==> src/hw/rtl/path_normalizer_defines.svh <==
// Assertion macros for the path normalizer.
// Included by the top level; expects clk and rst_n in scope.
`ifndef PATH_NORMALIZER_DEFINES_SVH
`define PATH_NORMALIZER_DEFINES_SVH

// The consequent must hold in the same cycle as the antecedent.
`define PN_ASSERT_SAME(label, ante, cons) \
    label: assert property (@(posedge clk) disable iff (!rst_n) (ante) |-> (cons)) \
        else $error("path_normalizer: same-cycle check failed");

// The consequent must hold in the cycle after the antecedent.
`define PN_ASSERT_NEXT(label, ante, cons) \
    label: assert property (@(posedge clk) disable iff (!rst_n) (ante) |=> (cons)) \
        else $error("path_normalizer: next-cycle check failed");

`endif

==> src/hw/rtl/pn_pkg.sv <==
// Shared types and constants for the path normalizer.
// Used by the controller, the datapath and the top level; no dependencies.
package pn_pkg;

    localparam logic [7:0] SLASH = 8'h2F;
    localparam logic [7:0] DOT   = 8'h2E;

    typedef logic [1:0] wr_sel_t;

    localparam wr_sel_t WR_DOT   = 2'd0;
    localparam wr_sel_t WR_SLASH = 2'd1;
    localparam wr_sel_t WR_CH    = 2'd2;
    localparam wr_sel_t WR_NONE  = 2'd3;

    typedef struct packed {
        logic    take_ch;
        logic    clear;
        logic    cnt_inc;
        logic    set_ovf;
        logic    set_started;
        logic    set_abs;
        logic    pd_inc;
        logic    pd_clr;
        logic    acs_set;
        logic    acs_clr;
        logic    depth_inc;
        logic    depth_dec;
        logic    wr_en;
        wr_sel_t wr_sel;
        logic    scan_load;
        logic    scan_dec;
        logic    scan_rd;
        logic    rp_rd;
        logic    wp_from_scan;
        logic    trim;
        logic    set_done;
        logic    out_load;
    } pn_cmd_t;

    typedef struct packed {
        logic       started;
        logic       ch_slash;
        logic       ch_dot;
        logic       acs;
        logic [1:0] pd;
        logic       depth_zero;
        logic       abs;
        logic       done;
        logic       in_full;
        logic       wp_zero;
        logic       wp_gt1;
        logic       tail_slash;
        logic       scan_zero;
        logic       rd_slash;
        logic       out_busy;
    } pn_status_t;

endpackage

==> src/hw/rtl/pn_in_if.sv <==
// Input channel of the path normalizer: handshake plus one command item.
// No dependencies.
interface pn_in_if;
    logic       valid;
    logic       ready;
    logic       op;
    logic [7:0] ch;
    logic       last;
    logic       has_input_char;

    modport source (output valid, output op, output ch, output last,
                    output has_input_char, input ready);
    modport sink (input valid, input op, input ch, input last,
                  input has_input_char, output ready);
endinterface

==> src/hw/rtl/pn_out_if.sv <==
// Output channel of the path normalizer: handshake plus one result item.
// No dependencies.
interface pn_out_if;
    logic       valid;
    logic       ready;
    logic [7:0] out_char;
    logic       char_valid;
    logic       out_last;
    logic       overflow;

    modport source (output valid, output out_char, output char_valid,
                    output out_last, output overflow, input ready);
    modport sink (input valid, input out_char, input char_valid,
                  input out_last, input overflow, output ready);
endinterface

==> src/hw/rtl/path_normalizer.sv <==
// Top level of the streaming POSIX path normalizer.
// Depends on pn_pkg, pn_in_if, pn_out_if, pn_ctrl, pn_datapath and the defines header.
//
//   Port   Direction  Carries
//   cmd    sink       op, ch, last, has_input_char
//   rsp    source     out_char, char_valid, out_last, overflow
//
// A path byte is handled in the feed state; the first byte of a name and its held dots,
// the three dots of "...", and a relative "../" are then written byte by byte in the
// emit state. A ".." that removes a component scans the buffer back to the previous slash.
// Closing a path runs the trim and final-dot states; a read goes through the buffer port.
// Reset is asynchronous; the result buffer is not cleared and needs no sweep.
// A read waits while the output register holds an untaken transfer.
`include "path_normalizer_defines.svh"

module path_normalizer #(
    parameter int MAX_LEN = 256
) (
    input logic      clk,
    input logic      rst_n,
    pn_in_if.sink    cmd,
    pn_out_if.source rsp
);

    pn_pkg::pn_cmd_t    dp_cmd;
    pn_pkg::pn_status_t dp_status;
    logic               ctl_ready;

    assign cmd.ready = ctl_ready;

    pn_ctrl u_ctrl (
        .clk      (clk),
        .rst_n    (rst_n),
        .in_valid (cmd.valid),
        .in_op    (cmd.op),
        .in_last  (cmd.last),
        .in_has   (cmd.has_input_char),
        .in_ready (ctl_ready),
        .status   (dp_status),
        .cmd      (dp_cmd)
    );

    pn_datapath #(
        .MAX_LEN (MAX_LEN)
    ) u_datapath (
        .clk    (clk),
        .rst_n  (rst_n),
        .ch     (cmd.ch),
        .cmd    (dp_cmd),
        .status (dp_status),
        .rsp    (rsp)
    );

    `PN_ASSERT_NEXT(a_read_holds_input, cmd.valid && ctl_ready && cmd.op, !ctl_ready)
    `PN_ASSERT_SAME(a_no_result_overwrite, dp_cmd.out_load, !(rsp.valid && !rsp.ready))
    `PN_ASSERT_SAME(a_empty_char_zero, rsp.valid && !rsp.char_valid, rsp.out_char == 8'h00)

endmodule

==> src/hw/rtl/pn_datapath.sv <==
// Datapath of the path normalizer: path state, result buffer and output register.
// Depends on pn_pkg and pn_out_if; driven by pn_ctrl through pn_cmd_t.
module pn_datapath #(
    parameter int MAX_LEN = 256
) (
    input  logic               clk,
    input  logic               rst_n,
    input  logic [7:0]         ch,
    input  pn_pkg::pn_cmd_t    cmd,
    output pn_pkg::pn_status_t status,
    pn_out_if.source           rsp
);

    localparam int BUF_LEN = MAX_LEN + 1;
    localparam int AW      = $clog2(BUF_LEN);
    localparam int PTR_W   = $clog2(BUF_LEN + 1);
    localparam int CNT_W   = $clog2(MAX_LEN + 1);

    logic [7:0] mem [BUF_LEN];
    logic [7:0] rd_data_reg;
    logic [7:0] ch_reg;

    logic [PTR_W-1:0] wp_reg, wp_next;
    logic [PTR_W-1:0] rp_reg, rp_next;
    logic [PTR_W-1:0] depth_reg, depth_next;
    logic [PTR_W-1:0] scan_reg, scan_next;
    logic [CNT_W-1:0] cnt_reg, cnt_next;
    logic [1:0]       pd_reg, pd_next;
    logic abs_reg, abs_next;
    logic started_reg, started_next;
    logic acs_reg, acs_next;
    logic done_reg, done_next;
    logic ovf_reg, ovf_next;
    logic tail_reg, tail_next;

    logic       out_valid_reg, out_valid_next;
    logic [7:0] out_char_reg;
    logic       char_valid_reg;
    logic       out_last_reg;
    logic       out_ovf_reg;

    logic [7:0]       wr_byte;
    logic             wp_lt_buf;
    logic             rp_lt_wp;
    logic [PTR_W-1:0] scan_m1;
    logic [AW-1:0]    rd_addr;
    logic [PTR_W-1:0] rp_p1;

    assign wp_lt_buf = wp_reg < PTR_W'(BUF_LEN);
    assign rp_lt_wp  = rp_reg < wp_reg;
    assign scan_m1   = scan_reg - PTR_W'(1);
    assign rp_p1     = rp_reg + PTR_W'(1);
    assign rd_addr   = cmd.scan_rd ? scan_m1[AW-1:0] : rp_reg[AW-1:0];

    always_comb
    begin
        case (cmd.wr_sel)
            pn_pkg::WR_DOT:   wr_byte = pn_pkg::DOT;
            pn_pkg::WR_SLASH: wr_byte = pn_pkg::SLASH;
            pn_pkg::WR_CH:    wr_byte = ch_reg;
            default:          wr_byte = ch_reg;
        endcase
    end

    always_comb
    begin
        wp_next      = wp_reg;
        rp_next      = rp_reg;
        depth_next   = depth_reg;
        scan_next    = scan_reg;
        cnt_next     = cnt_reg;
        pd_next      = pd_reg;
        abs_next     = abs_reg;
        started_next = started_reg;
        acs_next     = acs_reg;
        done_next    = done_reg;
        ovf_next     = ovf_reg;
        tail_next    = tail_reg;
        if (cmd.clear)
        begin
            wp_next      = '0;
            rp_next      = '0;
            depth_next   = '0;
            cnt_next     = '0;
            pd_next      = '0;
            abs_next     = 1'b0;
            started_next = 1'b0;
            acs_next     = 1'b1;
            done_next    = 1'b0;
            ovf_next     = 1'b0;
        end
        else
        begin
            if (cmd.cnt_inc)
                cnt_next = cnt_reg + CNT_W'(1);
            if (cmd.set_ovf)
                ovf_next = 1'b1;
            if (cmd.set_started)
                started_next = 1'b1;
            if (cmd.set_abs)
                abs_next = 1'b1;
            if (cmd.pd_inc)
                pd_next = pd_reg + 2'd1;
            if (cmd.pd_clr)
                pd_next = '0;
            if (cmd.acs_set)
                acs_next = 1'b1;
            if (cmd.acs_clr)
                acs_next = 1'b0;
            if (cmd.depth_inc)
                depth_next = depth_reg + PTR_W'(1);
            if (cmd.depth_dec)
                depth_next = depth_reg - PTR_W'(1);
            if (cmd.wr_en)
            begin
                if (wp_lt_buf)
                begin
                    wp_next   = wp_reg + PTR_W'(1);
                    tail_next = (wr_byte == pn_pkg::SLASH);
                end
                else
                begin
                    ovf_next = 1'b1;
                end
            end
            if (cmd.scan_load)
                scan_next = (wp_reg == '0) ? '0 : wp_reg - PTR_W'(1);
            if (cmd.scan_dec)
                scan_next = scan_m1;
            if (cmd.wp_from_scan)
            begin
                wp_next   = scan_reg;
                tail_next = (scan_reg != '0);
            end
            if (cmd.trim)
                wp_next = wp_reg - PTR_W'(1);
            if (cmd.set_done)
                done_next = 1'b1;
            if (cmd.out_load && done_reg && rp_lt_wp)
                rp_next = rp_p1;
        end
    end

    always_comb
    begin
        out_valid_next = out_valid_reg;
        if (cmd.out_load)
            out_valid_next = 1'b1;
        else if (rsp.ready)
            out_valid_next = 1'b0;
    end

    always_ff @(posedge clk or negedge rst_n)
    begin
        if (!rst_n)
        begin
            wp_reg        <= '0;
            rp_reg        <= '0;
            depth_reg     <= '0;
            scan_reg      <= '0;
            cnt_reg       <= '0;
            pd_reg        <= '0;
            abs_reg       <= 1'b0;
            started_reg   <= 1'b0;
            acs_reg       <= 1'b1;
            done_reg      <= 1'b0;
            ovf_reg       <= 1'b0;
            tail_reg      <= 1'b0;
            out_valid_reg <= 1'b0;
        end
        else
        begin
            wp_reg        <= wp_next;
            rp_reg        <= rp_next;
            depth_reg     <= depth_next;
            scan_reg      <= scan_next;
            cnt_reg       <= cnt_next;
            pd_reg        <= pd_next;
            abs_reg       <= abs_next;
            started_reg   <= started_next;
            acs_reg       <= acs_next;
            done_reg      <= done_next;
            ovf_reg       <= ovf_next;
            tail_reg      <= tail_next;
            out_valid_reg <= out_valid_next;
        end
    end

    always_ff @(posedge clk)
    begin
        if (cmd.take_ch)
            ch_reg <= ch;
        if (cmd.wr_en && wp_lt_buf)
            mem[wp_reg[AW-1:0]] <= wr_byte;
        if (cmd.scan_rd || cmd.rp_rd)
            rd_data_reg <= mem[rd_addr];
        if (cmd.out_load)
        begin
            out_ovf_reg <= ovf_reg;
            if (done_reg && rp_lt_wp)
            begin
                out_char_reg   <= rd_data_reg;
                char_valid_reg <= 1'b1;
                out_last_reg   <= (rp_p1 == wp_reg);
            end
            else
            begin
                out_char_reg   <= 8'h00;
                char_valid_reg <= 1'b0;
                out_last_reg   <= done_reg;
            end
        end
    end

    assign rsp.valid      = out_valid_reg;
    assign rsp.out_char   = out_char_reg;
    assign rsp.char_valid = char_valid_reg;
    assign rsp.out_last   = out_last_reg;
    assign rsp.overflow   = out_ovf_reg;

    assign status.started    = started_reg;
    assign status.ch_slash   = (ch_reg == pn_pkg::SLASH);
    assign status.ch_dot     = (ch_reg == pn_pkg::DOT);
    assign status.acs        = acs_reg;
    assign status.pd         = pd_reg;
    assign status.depth_zero = (depth_reg == '0);
    assign status.abs        = abs_reg;
    assign status.done       = done_reg;
    assign status.in_full    = (cnt_reg == CNT_W'(MAX_LEN));
    assign status.wp_zero    = (wp_reg == '0);
    assign status.wp_gt1     = (wp_reg > PTR_W'(1));
    assign status.tail_slash = tail_reg;
    assign status.scan_zero  = (scan_reg == '0);
    assign status.rd_slash   = (rd_data_reg == pn_pkg::SLASH);
    assign status.out_busy   = out_valid_reg && !rsp.ready;

endmodule

==> src/hw/rtl/pn_ctrl.sv <==
// Controller of the path normalizer: sequences each command item over the datapath.
// Depends on pn_pkg; drives pn_datapath through pn_cmd_t.
module pn_ctrl (
    input  logic               clk,
    input  logic               rst_n,
    input  logic               in_valid,
    input  logic               in_op,
    input  logic               in_last,
    input  logic               in_has,
    output logic               in_ready,
    input  pn_pkg::pn_status_t status,
    output pn_pkg::pn_cmd_t    cmd
);

    localparam logic [3:0] S_IDLE     = 4'd0;
    localparam logic [3:0] S_FEED     = 4'd1;
    localparam logic [3:0] S_FIN      = 4'd2;
    localparam logic [3:0] S_UP       = 4'd3;
    localparam logic [3:0] S_SCAN_CHK = 4'd4;
    localparam logic [3:0] S_SCAN_CMP = 4'd5;
    localparam logic [3:0] S_EMIT     = 4'd6;
    localparam logic [3:0] S_TRIM     = 4'd7;
    localparam logic [3:0] S_FDOT     = 4'd8;
    localparam logic [3:0] S_READ_REQ = 4'd9;
    localparam logic [3:0] S_READ_OUT = 4'd10;

    logic [3:0]      state_reg, state_next;
    logic [3:0]      ret_reg, ret_next;
    logic [1:0]      dots_reg, dots_next;
    pn_pkg::wr_sel_t kind_reg, kind_next;
    logic            last_reg, last_next;
    logic [3:0]      after_feed;

    assign in_ready   = (state_reg == S_IDLE);
    assign after_feed = last_reg ? S_FIN : S_IDLE;

    always_comb
    begin
        state_next = state_reg;
        ret_next   = ret_reg;
        dots_next  = dots_reg;
        kind_next  = kind_reg;
        last_next  = last_reg;
        cmd        = '0;
        cmd.wr_sel = pn_pkg::WR_CH;
        case (state_reg)
            S_IDLE:
            begin
                if (in_valid)
                begin
                    cmd.take_ch = 1'b1;
                    last_next   = in_last;
                    if (in_op)
                    begin
                        state_next = S_READ_REQ;
                    end
                    else if (in_has || in_last)
                    begin
                        cmd.clear  = status.done;
                        state_next = in_has ? S_FEED : S_FIN;
                    end
                end
            end
            S_FEED:
            begin
                state_next = after_feed;
                ret_next   = after_feed;
                if (status.in_full)
                begin
                    cmd.set_ovf = 1'b1;
                end
                else
                begin
                    cmd.cnt_inc = 1'b1;
                    if (!status.started)
                        cmd.set_started = 1'b1;
                    if (!status.started && status.ch_slash)
                    begin
                        cmd.set_abs = 1'b1;
                        cmd.wr_en   = 1'b1;
                        cmd.wr_sel  = pn_pkg::WR_SLASH;
                    end
                    else if (status.ch_slash && status.acs)
                    begin
                        cmd.pd_clr = 1'b1;
                        if (status.pd == 2'd2)
                            state_next = S_UP;
                    end
                    else if (status.ch_slash)
                    begin
                        cmd.wr_en     = 1'b1;
                        cmd.wr_sel    = pn_pkg::WR_SLASH;
                        cmd.depth_inc = 1'b1;
                        cmd.acs_set   = 1'b1;
                    end
                    else if (status.ch_dot && status.acs)
                    begin
                        if (status.pd != 2'd2)
                        begin
                            cmd.pd_inc = 1'b1;
                        end
                        else
                        begin
                            cmd.pd_clr  = 1'b1;
                            cmd.acs_clr = 1'b1;
                            dots_next   = 2'd3;
                            kind_next   = pn_pkg::WR_NONE;
                            state_next  = S_EMIT;
                        end
                    end
                    else if (status.acs)
                    begin
                        cmd.pd_clr  = 1'b1;
                        cmd.acs_clr = 1'b1;
                        dots_next   = status.pd;
                        kind_next   = pn_pkg::WR_CH;
                        state_next  = S_EMIT;
                    end
                    else
                    begin
                        cmd.wr_en  = 1'b1;
                        cmd.wr_sel = pn_pkg::WR_CH;
                    end
                end
            end
            S_FIN:
            begin
                cmd.pd_clr = 1'b1;
                ret_next   = S_TRIM;
                state_next = (status.pd == 2'd2) ? S_UP : S_TRIM;
            end
            S_UP:
            begin
                if (!status.depth_zero)
                begin
                    cmd.scan_load = 1'b1;
                    state_next    = S_SCAN_CHK;
                end
                else if (!status.abs)
                begin
                    dots_next  = 2'd2;
                    kind_next  = pn_pkg::WR_SLASH;
                    state_next = S_EMIT;
                end
                else
                begin
                    state_next = ret_reg;
                end
            end
            S_SCAN_CHK:
            begin
                if (status.scan_zero)
                begin
                    cmd.wp_from_scan = 1'b1;
                    cmd.depth_dec    = 1'b1;
                    state_next       = ret_reg;
                end
                else
                begin
                    cmd.scan_rd = 1'b1;
                    state_next  = S_SCAN_CMP;
                end
            end
            S_SCAN_CMP:
            begin
                if (status.rd_slash)
                begin
                    cmd.wp_from_scan = 1'b1;
                    cmd.depth_dec    = 1'b1;
                    state_next       = ret_reg;
                end
                else
                begin
                    cmd.scan_dec = 1'b1;
                    state_next   = S_SCAN_CHK;
                end
            end
            S_EMIT:
            begin
                if (dots_reg != 2'd0)
                begin
                    cmd.wr_en  = 1'b1;
                    cmd.wr_sel = pn_pkg::WR_DOT;
                    dots_next  = dots_reg - 2'd1;
                    if (dots_reg == 2'd1 && kind_reg == pn_pkg::WR_NONE)
                        state_next = ret_reg;
                end
                else if (kind_reg != pn_pkg::WR_NONE)
                begin
                    cmd.wr_en  = 1'b1;
                    cmd.wr_sel = kind_reg;
                    kind_next  = pn_pkg::WR_NONE;
                    state_next = ret_reg;
                end
                else
                begin
                    state_next = ret_reg;
                end
            end
            S_TRIM:
            begin
                cmd.trim   = status.wp_gt1 && status.tail_slash;
                state_next = S_FDOT;
            end
            S_FDOT:
            begin
                cmd.wr_en    = status.wp_zero;
                cmd.wr_sel   = pn_pkg::WR_DOT;
                cmd.set_done = 1'b1;
                state_next   = S_IDLE;
            end
            S_READ_REQ:
            begin
                cmd.rp_rd  = 1'b1;
                state_next = S_READ_OUT;
            end
            S_READ_OUT:
            begin
                if (!status.out_busy)
                begin
                    cmd.out_load = 1'b1;
                    state_next   = S_IDLE;
                end
            end
            default:
            begin
                state_next = S_IDLE;
            end
        endcase
    end

    always_ff @(posedge clk or negedge rst_n)
    begin
        if (!rst_n)
        begin
            state_reg <= S_IDLE;
            ret_reg   <= S_IDLE;
            dots_reg  <= '0;
            kind_reg  <= pn_pkg::WR_NONE;
            last_reg  <= 1'b0;
        end
        else
        begin
            state_reg <= state_next;
            ret_reg   <= ret_next;
            dots_reg  <= dots_next;
            kind_reg  <= kind_next;
            last_reg  <= last_next;
        end
    end

endmodule

==> src/flat_wrapper.sv <==
// flat-port wrapper written by rule: the top's interface ports become plain ports
module path_normalizer_flat 
#(
    parameter int MAX_LEN = 256
)
  (clk, rst_n, cmd_valid, cmd_op, cmd_ch, cmd_last, cmd_has_input_char, cmd_ready, rsp_valid, rsp_out_char, rsp_char_valid, rsp_out_last, rsp_overflow, rsp_ready);
  pn_in_if cmd_i ();
  pn_out_if rsp_i ();
  input logic clk;
  input logic rst_n;
  input wire logic [$bits(cmd_i.valid)-1:0] cmd_valid;
  input wire logic [$bits(cmd_i.op)-1:0] cmd_op;
  input wire logic [$bits(cmd_i.ch)-1:0] cmd_ch;
  input wire logic [$bits(cmd_i.last)-1:0] cmd_last;
  input wire logic [$bits(cmd_i.has_input_char)-1:0] cmd_has_input_char;
  output wire logic [$bits(cmd_i.ready)-1:0] cmd_ready;
  output wire logic [$bits(rsp_i.valid)-1:0] rsp_valid;
  output wire logic [$bits(rsp_i.out_char)-1:0] rsp_out_char;
  output wire logic [$bits(rsp_i.char_valid)-1:0] rsp_char_valid;
  output wire logic [$bits(rsp_i.out_last)-1:0] rsp_out_last;
  output wire logic [$bits(rsp_i.overflow)-1:0] rsp_overflow;
  input wire logic [$bits(rsp_i.ready)-1:0] rsp_ready;
  assign cmd_i.valid = cmd_valid;
  assign cmd_i.op = cmd_op;
  assign cmd_i.ch = cmd_ch;
  assign cmd_i.last = cmd_last;
  assign cmd_i.has_input_char = cmd_has_input_char;
  assign cmd_ready = cmd_i.ready;
  assign rsp_valid = rsp_i.valid;
  assign rsp_out_char = rsp_i.out_char;
  assign rsp_char_valid = rsp_i.char_valid;
  assign rsp_out_last = rsp_i.out_last;
  assign rsp_overflow = rsp_i.overflow;
  assign rsp_i.ready = rsp_ready;
  path_normalizer #(.MAX_LEN(MAX_LEN)) u_core (.clk(clk), .rst_n(rst_n), .cmd(cmd_i), .rsp(rsp_i));
endmodule
==> config.mk <==
export PLATFORM = sky130hd
export DESIGN_NAME = path_normalizer_flat
export DESIGN_NICKNAME = d
export VERILOG_FILES = /design/src/hw/rtl/pn_pkg.sv /design/src/hw/rtl/pn_in_if.sv /design/src/hw/rtl/pn_out_if.sv /design/src/hw/rtl/path_normalizer.sv /design/src/hw/rtl/pn_datapath.sv /design/src/hw/rtl/pn_ctrl.sv /design/src/flat_wrapper.sv
export VERILOG_INCLUDE_DIRS = /design/src /design/src/hw/rtl
export SDC_FILE = /design/constraint.sdc
export NUM_CORES = 2
export LEC_CHECK = 0
export BUFFER_PORTS_ARGS = -buffer_cell sky130_fd_sc_hd__buf_2
export CORE_MARGIN = 8
export CORE_UTILIZATION = 59
export CTS_BUF_LIST = sky130_fd_sc_hd__clkbuf_4 sky130_fd_sc_hd__clkbuf_8
export CTS_CLUSTER_SIZE = 20
export DETAILED_ROUTE_END_ITERATION = 10
export PLACE_DENSITY = 0.78
export SLEW_MARGIN = 0
export SYNTH_ARGS = -nofsm -noshare
export SYNTH_HDL_FRONTEND = slang
export SYNTH_SLANG_ARGS = --single-unit
export TNS_END_PERCENT = 50
==> constraint.sdc <==
create_clock -name clk -period 12.9 [get_ports clk]
set_clock_uncertainty 0.05 [all_clocks]
set_input_delay 0.645 -clock clk [delete_from_list [all_inputs] [get_ports clk]]
set_output_delay 0.645 -clock clk [all_outputs]
set_load 0.03 [all_outputs]
# == Word level (Yosys, flattened, before mapping) ==
# Memory sizes are Yosys's and may differ from the RTL's. A register that Yosys moved wholly into a read port is not among the register bits.
# Cells that the tools add are included.
# word_totals
ff_bits,86
ram_bits,2056
inputBits,15
output_inout_bits,13
wordCells,252
memories,1
# memory_table
name,depth,width,rd,rd_clocked_by_memory_dff,wr,line,rtl
u_core.u_datapath.mem,257,8,1,1,1,pn_datapath.sv:19,logic [7:0] mem [BUF_LEN];
# classes
addsub,9
n_lt_le_gt_ge,3
eq_ne,37
mux,134
bitwise,1
n_reduce_logical,44
# ops
cell,count
$mux W9,16
$mux W4,15
$mux W2,29
$mux W1,50
$pmux W4 S10,1
$mux W3,13
$add A9 B1 Y9 const B,4
$eq A8 B6 Y1 const B,4
$logic_not A9 Y1,3
$sub A9 B1 Y9 const B,3
$ne A2 B2 Y1 const B,13
$reduce_bool A2 Y1,11
$eq A4 B3 Y1 const B,4
$pmux W8 S2,1
$eq A4 B4 Y1 const B,3
$pmux W2 S3,2
$reduce_bool A3 Y1,4
$reduce_and A11 Y1,1
$logic_and A1 B1 Y1,10
$mux W5,2
$reduce_and A10 Y1,1
$eq A9 B9 Y1,1
$eq A9 B9 Y1 const B,1
$gt A9 B1 Y1 const B,1
other kinds (24),35

# == Depth between registers and ports, before layout ==
# logic_depth
word_depth,14
ltp_mapped,19

# == Hierarchy ==
# Synthesis repeated with hierarchy kept, for this count alone.
# unflattened
hier_cells,4875
hier_area_um2,86840.8
# modules_own_cells
mod,instances,cells_each,area_per_inst_um2
pn_datapath,1,4716,85557.1
pn_ctrl,1,159,1283.7

# == Least setup slack after synthesis ==
# OpenSTA, ideal clock, no wires.
# synth_path
path_kind,register to register
start,reg u_core.u_ctrl.state_reg[1]
end,"mem u_core.u_datapath.mem[0][0], data pin"
t_arrival_ps,11535
required_ps,10643
slack_ps,-891
stages_incl_launch_ff,8
path_buffers,1
period_less_slack_ps,13791
cell_sequence,dfrtp_1 > buf_2 > nand2b_1 > or3_1 > nor2_1 > a21o_1 > a31oi_1 > o21ai_0
# synth_via
elab_chain_len,4
# synth_rtl
item,line,rtl
start: declaration,pn_ctrl.sv:27,"logic [3:0] state_reg, state_next;"
start signal: assignment,pn_ctrl.sv:244,state_reg <= state_next;
"$eq A4 B4 Y1, or another cell as far along",pn_ctrl.sv:46,case (state_reg)
$pmux W3 S3 (*),pn_ctrl.sv:46,
$eq A2 B1 Y1 / $logic_not A2 Y1 (equally long branches),pn_datapath.sv:57,case (cmd.wr_sel)
$pmux W8 S2 (*),pn_datapath.sv:57,
net u_core.u_datapath.wr_byte[0],pn_datapath.sv:42,logic [7:0] wr_byte;
end: declaration,pn_datapath.sv:19,
# The timed path passes the listed nets; every way through them passes the cells marked *.

# == Final worst setup path ==
# layout_path
start,reg u_core.u_ctrl.state_reg[0]
end,"reg u_core.u_datapath.rd_data_reg[3], read port of u_core.u_datapath.mem, data pin"
# layout_via
elab_chain_len,3
# layout_rtl
item,line,rtl
$eq A4 B3 Y1 / $eq A4 B4 Y1 (equally long branches),pn_ctrl.sv:46,
$mux W1,pn_ctrl.sv:46,
$mux W9 / $logic_or A1 B1 Y1 (equally long branches),"pn_datapath.sv:53, pn_datapath.sv:195",
end: declaration,pn_datapath.sv:20,logic [7:0] rd_data_reg;
# Several ways; a longest one is shown, not always the timed one.
# A chain may end at the register's enable or synchronous reset.

==> results by group <==
Synth
  – Synth warnings: 0
  – Synth Area in Simple Gates: 13.8%
  – Post-synth EDFFs: 2083
  – Mapped Avg Cell Area: 13.1 um2
  – Main combinational cell family by area after synthesis: simple AND/OR/NAND/NOR gates
  – Compound-Gate Fraction of Synth Area: 7.61%
  – Post-synthesis xor/xnor area fraction: 0.472%
  – Top post-synthesis cells by area: edfxtp_1 (72%), nand2_1 (7.1%), nand3_1 (3.1%)
  – Top FF cell, synth: edfxtp_1
  – Synth cell count leaders: edfxtp_1 (2083), nand2_1 (1660), nand3_1 (543), a21oi_1 (415), nor2_1 (351)
  – Adder-cell area share of the yosys netlist: 0.359%
  – Dominant cell type by area after synthesis: edfxtp_1
  – Unique cell type count in the Yosys netlist: 94
  – Mapped Area: 0.0872 mm2
  – Mux share of post-synthesis cell area: 1.67%
  – FF+latch count, synth: 2148
  – Share of the synthesized area in the top cell type: 71.8%
  – Cell with the most instances after synthesis: edfxtp_1
  – Syn_nets: 6699
  – Syn Inst Count: 6659
  – Sequential area share after synthesis: 73.6%
  – Asr flop ratio synth: 3.03%

Route
  – DR pass1 iterations: 10
  – Vias after detailed routing: 58600
  – Wire length per cell: 27.2 um
  – Post-route DRC: 4
  – Vias per cell: 6.58
  – DR iter-0 viols: 9440
  – ANT nets after route: 0
  – Total Wirelength: 242000 um

Placed design
  – Area of placed instances: 0.0888 mm2
  – PortBufs: 27
  – Pre-CTS WS: 6.34 ns
  – Final Wtd Congestion: 0.939
  – Detail Placement HPWL: 140000 um

Floorplan
  – Core ar.: 0.147 mm2
  – Die ar.: 0.160 mm2
  – IO Pins: 28
  – Rows: 141
  – DIE WIDTH: 400 um
  – Die height: 400 um
  – Initial Util: 59.2%

Critical path
  – CP Capture Type: register
  – Worst Path Max Fanout: 164
  – Crit path DAT: 7.60 ns
  – Startpoint types: register
  – Crit path kind: reg2reg
  – CP required: 13.55 ns

STA
  – Tmin final: 6.94 ns
  – Worst slew pin tran: 1.45 ns
  – Final cycle utilization of the critical path: 53.8%
  – Hold_ws: 0.179 ns
  – Endpoints failing hold: 0
  – Relative slew slack: 2.65%
  – Setup Viol. Count Final: 0
  – Final WS setup: 5.96 ns
  – Setup TNS: 0 ns
  – Fin. max-slew vios: 0
  – F_max: 0.144 GHz
  – RSZ-0062 raised after global routing: no

Clock network
  – # H-tree levels: 5
  – CTS tree: done
  – Post-CTS sizing: 0
  – Worst-path clk slew: 0.06 ns
  – CTS sink cnt: 2148
  – Longest Clk Path Bufs: 4
  – CTS buffer count: 345
  – Clock Latency Late Sink: 1.05 ns
  – Clk root buf: clkbuf_8

Pwr
  – Pwr Density: 233 mW/mm2
  – VDD IR max: 253 uV
  – Leak: 32.6 nW

Final layout
  – Nets@finish: 6763
  – Max reg flops: 2056
  – Syn-to-layout area delta: 9.41%
  – Fraction of layout cells with a size suffix above 1: 10.1%
  – Fin area: 0.0954 mm2
  – # fillers: 10200

GRT
  – Largest net degree at the start of global routing: 220
  – GRT overflow: 0
  – Vias in the first global route: 55800
  – Initial antenna violation count: 14
  – Total track usage: 29.0%
  – First-pass GRT wire length: 354000 um

Run status
  – Violated checks: design-rule violations
  – Status: complete, but fails checks

Worst hold path
  – HP Class: in2reg

Job
  – Max-cap viol count: 0
[worst paths after layout]
path                            slack [ns]  cells after the start                        from                               end
min in group asynchronous             0.35                      3                       rst_n       u_core.u_datapath.rsp.valid
max in group asynchronous            11.82                      3                       rst_n       u_core.u_datapath.rp_reg[6]
worst min-delay path                  0.18                      3                   cmd_valid       u_core.u_datapath.ch_reg[0]
worst max register to register        5.96                     14  u_core.u_ctrl.state_reg[0]  u_core.u_datapath.rd_data_reg[3]
worst min register to register        0.43                      0   u_core.u_datapath.ovf_reg    u_core.u_datapath.rsp.overflow
worst max-delay path                  5.96                     14  u_core.u_ctrl.state_reg[0]  u_core.u_datapath.rd_data_reg[3]
[area by class of cell]
class / instances / area [um2] / share of cell area, %
diodes: 6 / 15.0 / 0.0157
clock buffers: 470 / 5740 / 6.02
clock inverters: 122 / 694 / 0.728
multi-input cells: 4061 / 21100 / 22.1
well taps: 1930 / 2410 / 2.53
flip-flops and latches: 2148 / 64200 / 67.3
inverters: 31 / 116 / 0.122
repair buffers: 136 / 1100 / 1.15
[stage by stage]
stage | util [%] | cells | power, mW
floorplan | - | 6659 | 14.0
global placement | 60.3 | 8292 | 16.3
detailed placement | 60.3 | 8292 | 16.4
CTS | 64.8 | 8898 | 21.9
global route | 64.8 | 8900 | 22.9
finish | 64.8 | 8904 | 22.2
[power breakdown]
group | switching [mW] | internal (mW) | leakage [nW]
clock | 2.59 | 3.00 | 3.42
combinational | 5.88 | 1.92 | 9.65
sequential | 0.209 | 8.58 | 19.6
[layout by cell type, fill, tap and decap left out, types with 91 or more instances in the layout]
master	instances
a21oi_1	414
a22oi_1	91
a31oi_1	133
a32oi_1	122
clkbuf_4	117
clkbuf_8	353
edfxtp_1	2083
mux2i_1	129
nand2_1	1656
nand3_1	540
nor2_1	351
[worst max-delay path: stages, from the launching register on]
cell,delay (ns)
dfrtp_1,0.61
nor4b_4,0.72
o211ai_2,0.25
o21ai_4,0.11
buf_4,0.66
buf_12,0.58
buf_4,0.92
buf_4,0.70
mux2i_1,0.28
o22ai_1,0.10
a311oi_1,0.50
nor2_1,0.12
a211o_1,0.27
a31oi_1,0.22
o311ai_1,0.16
[metal layers]
layer	share of wire [%]	vias to the layer above	global-route usage [%]
met5	0.047	-	0
met4	5.9	16	15.3
met3	14	808	8.54
met2	44	4493	42.8
met1	36	28400	39.3
li1	-	24900	-
[timing repair]
| action | CTS | global route |
|---|---|---|
| buffers inserted | 0 | 0 |
| endpoints found under the hold margin | 74 | 0 |
| hold buffers | 14 | 0 |
[cell families after synthesis]
family | Yosys count
and+or+nand+nor | 2829
DFF | 2148
AOI/OAI and AO/OA | 1017
buffers and inverters | 450
muxes | 143
xor gates and xnor gates | 47
adders and majority gates | 25
No activity file was read; power rests on OpenSTA's default activity.
